$ cat src/rtl/dqms_pkg.sv
// Package with the shared constants, word types and controller types of the deque.
`timescale 1ns / 1ps

package dqms_pkg;

  localparam int unsigned DEPTH = 16;
  localparam int unsigned PTR_W = (DEPTH > 1) ? $clog2(DEPTH) : 1;
  localparam int unsigned CNT_W = $clog2(DEPTH + 1);
  localparam int unsigned COUNT_OUT_W = 5;
  localparam int unsigned DATA_W = 32;

  typedef enum logic [2:0] {
    MODE_PUSH_HEAD = 3'd0,
    MODE_PUSH_TAIL = 3'd1,
    MODE_POP_HEAD  = 3'd2,
    MODE_POP_TAIL  = 3'd3,
    MODE_SEARCH    = 3'd4,
    MODE_DUMP      = 3'd5
  } mode_e;

  typedef enum logic [1:0] {
    STATUS_OK    = 2'd0,
    STATUS_EMPTY = 2'd1,
    STATUS_FULL  = 2'd2
  } status_e;

  typedef struct packed {
    mode_e                     mode;
    logic signed [DATA_W-1:0]  item_value;
  } in_word_t;

  typedef struct packed {
    logic signed [DATA_W-1:0]  out_value;
    logic                      found;
    status_e                   status;
    logic [COUNT_OUT_W-1:0]    entry_count;
    logic                      last;
  } out_word_t;

  typedef enum logic {
    ST_IDLE = 1'b0,
    ST_SCAN = 1'b1
  } state_e;

  typedef struct packed {
    logic exec;
    logic walk_start;
    logic walk_next;
    logic emit;
  } cmd_t;

  typedef struct packed {
    logic out_free;
    logic empty;
    logic is_dump;
    logic is_last;
    logic match;
  } sts_t;

  function automatic logic [PTR_W-1:0] ring_add(input logic [PTR_W-1:0] a,
                                                input logic [PTR_W-1:0] b);
    logic [PTR_W:0] sum;
    sum = {1'b0, a} + {1'b0, b};
    if (sum >= (PTR_W+1)'(DEPTH)) begin
      sum = sum - (PTR_W+1)'(DEPTH);
    end
    return sum[PTR_W-1:0];
  endfunction

endpackage

$ cat src/rtl/dqms_ctrl.sv
// Controller state machine that sequences single operations and entry walks.
`timescale 1ns / 1ps

module dqms_ctrl import dqms_pkg::*; (
  input  logic   clk_i,
  input  logic   rst_ni,
  input  logic   in_valid_i,
  input  mode_e  mode_i,
  input  sts_t   sts_i,
  output logic   in_ready_o,
  output cmd_t   cmd_o
);

  state_e state_q, state_d;
  logic   walk_req;
  logic   scan_done;

  assign walk_req  = ((mode_i == MODE_SEARCH) || (mode_i == MODE_DUMP)) && !sts_i.empty;
  assign scan_done = sts_i.is_dump ? sts_i.is_last : (sts_i.match || sts_i.is_last);

  always_comb begin
    state_d = state_q;
    unique case (state_q)
      ST_IDLE: begin
        if (in_valid_i && sts_i.out_free && walk_req) begin
          state_d = ST_SCAN;
        end
      end
      ST_SCAN: begin
        if (sts_i.out_free && scan_done) begin
          state_d = ST_IDLE;
        end
      end
      default: state_d = ST_IDLE;
    endcase
  end

  always_comb begin
    in_ready_o = 1'b0;
    cmd_o      = '0;
    unique case (state_q)
      ST_IDLE: begin
        in_ready_o = sts_i.out_free;
        if (in_valid_i && sts_i.out_free) begin
          cmd_o.walk_start = walk_req;
          cmd_o.exec       = !walk_req;
        end
      end
      ST_SCAN: begin
        if (sts_i.is_dump) begin
          cmd_o.emit      = sts_i.out_free;
          cmd_o.walk_next = sts_i.out_free && !sts_i.is_last;
        end else if (scan_done) begin
          cmd_o.emit = sts_i.out_free;
        end else begin
          cmd_o.walk_next = 1'b1;
        end
      end
      default: ;
    endcase
  end

  always_ff @(posedge clk_i or negedge rst_ni) begin
    if (!rst_ni) begin
      state_q <= ST_IDLE;
    end else begin
      state_q <= state_d;
    end
  end

endmodule

$ cat src/rtl/dqms_dp.sv
// Datapath with the ring store, head and count registers, walk index and result register.
`timescale 1ns / 1ps

module dqms_dp import dqms_pkg::*; (
  input  logic      clk_i,
  input  logic      rst_ni,
  input  in_word_t  in_word_i,
  input  cmd_t      cmd_i,
  output sts_t      sts_o,
  input  logic      out_ready_i,
  output logic      out_valid_o,
  output out_word_t out_word_o
);

  logic [DATA_W-1:0] mem_q [DEPTH];
  logic [DATA_W-1:0] rdata_q;
  logic [DATA_W-1:0] value_q;
  logic [PTR_W-1:0]  head_q, head_d;
  logic [CNT_W-1:0]  count_q, count_d;
  logic [PTR_W-1:0]  idx_q;
  logic              is_dump_q;
  logic              out_valid_q, out_valid_d;
  out_word_t         out_word_q;
  out_word_t         single_res;
  out_word_t         walk_res;
  logic              wr_en;
  logic [PTR_W-1:0]  wr_addr;
  logic              rd_en;
  logic [PTR_W-1:0]  rd_addr;
  logic              full;
  logic              empty;
  logic              is_last;
  logic              match;

  assign full    = (count_q == CNT_W'(DEPTH));
  assign empty   = (count_q == '0);
  assign is_last = ((CNT_W'(idx_q) + CNT_W'(1)) == count_q);
  assign match   = (rdata_q == value_q);

  assign sts_o.out_free = !out_valid_q || out_ready_i;
  assign sts_o.empty    = empty;
  assign sts_o.is_dump  = is_dump_q;
  assign sts_o.is_last  = is_last;
  assign sts_o.match    = match;

  always_comb begin
    head_d      = head_q;
    count_d     = count_q;
    wr_en       = 1'b0;
    wr_addr     = ring_add(head_q, count_q[PTR_W-1:0]);
    single_res  = '0;
    single_res.status = STATUS_OK;
    single_res.last   = 1'b1;
    if (cmd_i.exec) begin
      case (in_word_i.mode)
        MODE_PUSH_HEAD: begin
          if (full) begin
            single_res.status = STATUS_FULL;
          end else begin
            head_d  = (head_q == '0) ? PTR_W'(DEPTH - 1) : head_q - PTR_W'(1);
            wr_addr = head_d;
            wr_en   = 1'b1;
            count_d = count_q + CNT_W'(1);
          end
        end
        MODE_PUSH_TAIL: begin
          if (full) begin
            single_res.status = STATUS_FULL;
          end else begin
            wr_en   = 1'b1;
            count_d = count_q + CNT_W'(1);
          end
        end
        MODE_POP_HEAD: begin
          if (empty) begin
            single_res.status = STATUS_EMPTY;
          end else begin
            head_d  = ring_add(head_q, PTR_W'(1));
            count_d = count_q - CNT_W'(1);
          end
        end
        MODE_POP_TAIL: begin
          if (empty) begin
            single_res.status = STATUS_EMPTY;
          end else begin
            count_d = count_q - CNT_W'(1);
          end
        end
        MODE_DUMP: begin
          single_res.status = STATUS_EMPTY;
        end
        default: ;
      endcase
    end
    single_res.entry_count = COUNT_OUT_W'(count_d);
  end

  always_comb begin
    walk_res             = '0;
    walk_res.status      = STATUS_OK;
    walk_res.entry_count = COUNT_OUT_W'(count_q);
    if (is_dump_q) begin
      walk_res.out_value = rdata_q;
      walk_res.last      = is_last;
    end else begin
      walk_res.found = match;
      walk_res.last  = 1'b1;
    end
  end

  assign rd_en   = cmd_i.walk_start || cmd_i.walk_next;
  assign rd_addr = cmd_i.walk_start ? head_q : ring_add(head_q, idx_q + PTR_W'(1));

  always_ff @(posedge clk_i) begin
    if (wr_en) begin
      mem_q[wr_addr] <= in_word_i.item_value;
    end
    if (rd_en) begin
      rdata_q <= mem_q[rd_addr];
    end
  end

  always_ff @(posedge clk_i) begin
    if (cmd_i.walk_start) begin
      idx_q     <= '0;
      value_q   <= in_word_i.item_value;
      is_dump_q <= (in_word_i.mode == MODE_DUMP);
    end else if (cmd_i.walk_next) begin
      idx_q <= idx_q + PTR_W'(1);
    end
    if (cmd_i.exec) begin
      out_word_q <= single_res;
    end else if (cmd_i.emit) begin
      out_word_q <= walk_res;
    end
  end

  assign out_valid_d = (out_valid_q && !out_ready_i) || cmd_i.exec || cmd_i.emit;

  always_ff @(posedge clk_i or negedge rst_ni) begin
    if (!rst_ni) begin
      head_q      <= '0;
      count_q     <= '0;
      out_valid_q <= 1'b0;
    end else begin
      head_q      <= head_d;
      count_q     <= count_d;
      out_valid_q <= out_valid_d;
    end
  end

  assign out_valid_o = out_valid_q;
  assign out_word_o  = out_word_q;

  a_count_bound: assert property (@(posedge clk_i) disable iff (!rst_ni)
    count_q <= CNT_W'(DEPTH))
    else $error("entry count exceeds the ring depth");

  a_load_free: assert property (@(posedge clk_i) disable iff (!rst_ni)
    (cmd_i.exec || cmd_i.emit) |-> sts_o.out_free)
    else $error("result register overwritten while still held");

  a_walk_bound: assert property (@(posedge clk_i) disable iff (!rst_ni)
    cmd_i.walk_next |-> !is_last)
    else $error("walk advanced beyond the tail entry");

  a_push_grows: assert property (@(posedge clk_i) disable iff (!rst_ni)
    (cmd_i.exec && !full && (in_word_i.mode == MODE_PUSH_HEAD ||
                             in_word_i.mode == MODE_PUSH_TAIL))
    |=> count_q == $past(count_q) + CNT_W'(1))
    else $error("accepted push did not grow the entry count");

endmodule

$ cat src/rtl/deque_with_membership_search.sv
// Top level of the bounded double-ended queue with membership search and dump.
`timescale 1ns / 1ps

// A ring of 16 signed 32-bit entries used as a deque. Pushes, pops, unused
// mode codes, and a search or dump of an empty queue are done at the edge the
// word is accepted and give their single result word in the cycle after. A search
// reads one stored entry per cycle from head toward tail through the single
// registered read port of the ring, stopping at the first equal entry. A dump
// uses the same port and gives one result word per cycle while the output is
// not stalled. A new word is taken once the walk of the previous one has
// finished and the result register is free or being drained.
module deque_with_membership_search import dqms_pkg::*; (
  input  logic      clk_i,
  input  logic      rst_ni,
  input  logic      in_valid_i,
  output logic      in_ready_o,
  input  in_word_t  in_word_i,
  output logic      out_valid_o,
  input  logic      out_ready_i,
  output out_word_t out_word_o
);

  cmd_t cmd;
  sts_t sts;

  dqms_ctrl u_ctrl (
    .clk_i      (clk_i),
    .rst_ni     (rst_ni),
    .in_valid_i (in_valid_i),
    .mode_i     (in_word_i.mode),
    .sts_i      (sts),
    .in_ready_o (in_ready_o),
    .cmd_o      (cmd)
  );

  dqms_dp u_dp (
    .clk_i       (clk_i),
    .rst_ni      (rst_ni),
    .in_word_i   (in_word_i),
    .cmd_i       (cmd),
    .sts_o       (sts),
    .out_ready_i (out_ready_i),
    .out_valid_o (out_valid_o),
    .out_word_o  (out_word_o)
  );

endmodule

$ cat config.mk
export PLATFORM = sky130hd
export DESIGN_NAME = deque_with_membership_search
export DESIGN_NICKNAME = d
export VERILOG_FILES = /design/src/rtl/dqms_pkg.sv /design/src/rtl/dqms_ctrl.sv /design/src/rtl/dqms_dp.sv /design/src/rtl/deque_with_membership_search.sv
export SDC_FILE = /design/constraint.sdc
export NUM_CORES = 1
export LEC_CHECK = 0
export BUFFER_PORTS_ARGS = -buffer_cell sky130_fd_sc_hd__buf_2
export CAP_MARGIN = 30
export CORE_UTILIZATION = 50
export DETAILED_ROUTE_END_ITERATION = 8
export PLACE_DENSITY = 0.67
export SKIP_LAST_GASP = 1
export SYNTH_ARGS = -nofsm -noshare
export SYNTH_HDL_FRONTEND = slang
export SYNTH_SLANG_ARGS = --single-unit
$ cat constraint.sdc
create_clock -name clk_i -period 6.6 [get_ports clk_i]
set_input_delay 0.99 -clock clk_i [delete_from_list [all_inputs] [get_ports clk_i]]
set_output_delay 0.99 -clock clk_i [all_outputs]
set_load 0.01 [all_outputs]
==> results.yml <==
detailed_routing:
  topRoutingLayerUsed: "met5"
  drtPass1Iterations: 8
  dr_wl_met2_um: 29800
  vias: 15700
  drt_iter0_markers: 1771
  wl_met3_um: 5350
  drc: 0
  drt-total-wl_um: 62900
  wl_per_cell_um: 24.1
  antenna_left: 0
  avgViaCountPerCell: 6.01
  met1_length_um: 26000
layout:
  layout.nets: 1940
  drive_above_1_share: 0.122
  layout.area.seq_sq_um: 18600
  final_area_sq_um: 28300
  final_common_cell: "edfxtp_1"
  n_fill_cell: 3878
  final_cell_mix: "edfxtp_1, nand2_1, a21oi_1, a22oi_1, buf_2"
  multi_input_area_sq_um: 6110
  syn_to_final_growth_pct: 12.8
critical_path:
  cp_slowest_cell: "nor2_4"
  cp-end-kind: "flip-flop"
  critical_path.cell_chain: "inv_1 > ha_1 > nor3b_1 > a211o_1 > or3_1 > a21oi_1 > nand4_1 > nor2_4 > buf_4"
  critPathKind: "flip-flop to flip-flop"
  cp.required_ns: 6.89
  cp_max_fo: 21
  slowest_delay_ns: 0.98
  crit_arrival_ns: 4.88
  start_kind: "flip-flop"
logic_synthesis:
  yosysSeqAreaShare: 0.740
  synth.distinct_cells: 59
  syn-instance-count: 1825
  yosys_most_used_dff: "edfxtp_1"
  synth_edf_count: 584
  ys.warnings.count: 0
  async_flop_share: 0.0174
  syn_avg_cell_area_sq_um: 13.7
  ys_ff_latch: 633
  syn_nets: 1878
  syn-cell-area_sq_um: 25100
timing:
  finalMaxSlewViolations: 0
  finalHoldViolCount: 0
  period_share: 0.694
  min_period_ns: 4.58
  setup_tns_ns: 0
  worst_slack_ns: 2.02
  relSlewSlack: 0.196
  setup_viol: 0
  rsz0062_at_grt: "no"
  fmax_ghz: 0.218
  skew_ns: 0.0214
  worstMarginPinSlew_ns: 1.21
floorplanning:
  die_width_um: 226
  start_util: 0.509
  core-area_sq_um: 49300
  ioPinCount: 82
  rows: 81
  dieArea_sq_um: 51100
  die_h_um: 226
place:
  gp_congestion: 0.817
  dpl.hpwl_um: 34700
  placedInstanceArea_sq_um: 26400
  place_ws_ns: 1.95
  port_buffers: 81
cts:
  post_cts_resized: 0
  cts-root-buf: "clkbuf_16"
  clkSlewWorstSetupHoldPaths_ns: 0.06
  clock_sinks: 633
  cts_setup_buffers: 0
  clk_latency_ns: 0.63
  cts_buffer_depth: 3
  hold_buffers: 0
  numCtsBuffers: 60
  cts_tree: "yes"
  htreeDepth: 2
global_routing:
  track_usage: 0.248
  antenna_found_initial: 4
  grt_max_degree: 257
  grt_pass1_vias: 15000
  grt_overflow_total: 0
  grt_pass1_wl_um: 92800
min_path:
  hold_class: "input port to asynchronous set/reset pin"
outcome:
  outcome: "finished clean"
job:
  drv_cap: 0
flip-flops by register name, summed over array words and instances (netlist names):
name,cells
u_dp.is_dump_q,1
u_dp.idx_q,4
u_dp.count_q,5
u_ctrl.state_q,1
u_dp.out_valid_o,1
u_dp.out_word_o,41
u_dp.rdata_q,32
u_dp.mem_q,512
u_dp.value_q,32
u_dp.head_q,4
metrics by stage:
stage / utilization / hold WS [ns] / cells
6_report: 0.575 / 0.239 / 2607
2_1_floorplan: - / 0.479 / 1825
4_1_cts: 0.574 / 0.215 / 2602
3_3_place_gp: 0.532 / 0.460 / 2478
3_5_place_dp: 0.536 / 0.460 / 2488
5_1_grt: 0.575 / 0.232 / 2604
cells in the mapped netlist, drive strengths merged (3+ instances only):
cell      n  area share
inv      12      0.0018
a211oi    3     0.00090
a22o     35       0.012
a31oi     5      0.0012
xnor2    40       0.014
nor3     12      0.0024
ha       12      0.0060
o31ai     3     0.00090
nand2b   11      0.0027
o311ai   32       0.011
or3       4      0.0010
nor2     35      0.0052
o21ai    16      0.0032
nand2   370       0.055
o211ai    3     0.00090
and3      5      0.0012
clkbuf   62      0.0093
xor2      7      0.0024
buf      58       0.013
nand4     8      0.0020
nand3     6      0.0012
a21o      6      0.0018
edfxtp  584        0.70
dfrtp    11       0.011
dfxtp    38       0.030
a22oi   129       0.039
a21oi   274       0.055
mux2i     4      0.0016
nor2b     5      0.0012
o22ai     3     0.00075
logic make-up after synthesis:
logic type                 count (synthesis)  share of synthesized area
buffers and inverters                    132                     0.0236
adders and majority gates                 15                    0.00798
muxes                                      5                    0.00219
DFF                                      633                      0.740
AOI/OAI and AO/OA                        524                      0.132
and+or+nand+nor                          468                     0.0766
xor gates and xnor gates                  48                     0.0173
metal layers:
metal / vias to the layer above / global-route usage
li1: 7018 / -
met1: 7792 / 0.344
met2: 729 / 0.392
met3: 116 / 0.0522
met4: 2 / 0.0791
met5: - / 0
path summary, 6_finish.rpt:
check | cells past startpoint | start | slack [ns] | end
worst max-delay path | 9 | u_dp.count_q[0]$_DFF_PN0_ | 2.02 | u_dp.mem_q[12][17]$_DFFE_PP_
worst min-delay path | 1 | rst_ni | 0.24 | u_ctrl.state_q$_DFF_PN0_
worst max register to register | 9 | u_dp.count_q[0]$_DFF_PN0_ | 2.02 | u_dp.mem_q[12][17]$_DFFE_PP_
worst min register to register | 2 | u_dp.out_word_o[8]$_SDFFE_PN0N_ | 0.47 | u_dp.out_word_o[8]$_SDFFE_PN0N_
max in group asynchronous | 1 | rst_ni | 6.14 | u_dp.count_q[4]$_DFF_PN0_
min in group clk_i | 2 | u_dp.out_word_o[8]$_SDFFE_PN0N_ | 0.47 | u_dp.out_word_o[8]$_SDFFE_PN0N_
final cells by class:
class                   count  share of cell area
flip-flops and latches    633               0.656
multi-input cells        1060               0.216
clock buffers              94              0.0622
repair buffers            120              0.0309
well taps                 664              0.0293
clock inverters            20             0.00389
inverters                  12             0.00159
diodes                      4            0.000354
critical path, delay by kind of cell (launching register included):
| family | cells | cell delay (ns) |
|---|---|---|
| simple gates | 4 | 2.09 |
| fa+ha+maj | 1 | 0.30 |
| compound gates | 2 | 0.69 |
| buf+inv | 2 | 0.56 |
| flops | 1 | 0.57 |
Power is left out: the tool's default activity adds up to more than one toggle a clock period on the data nets, which glitch-free logic cannot reach.
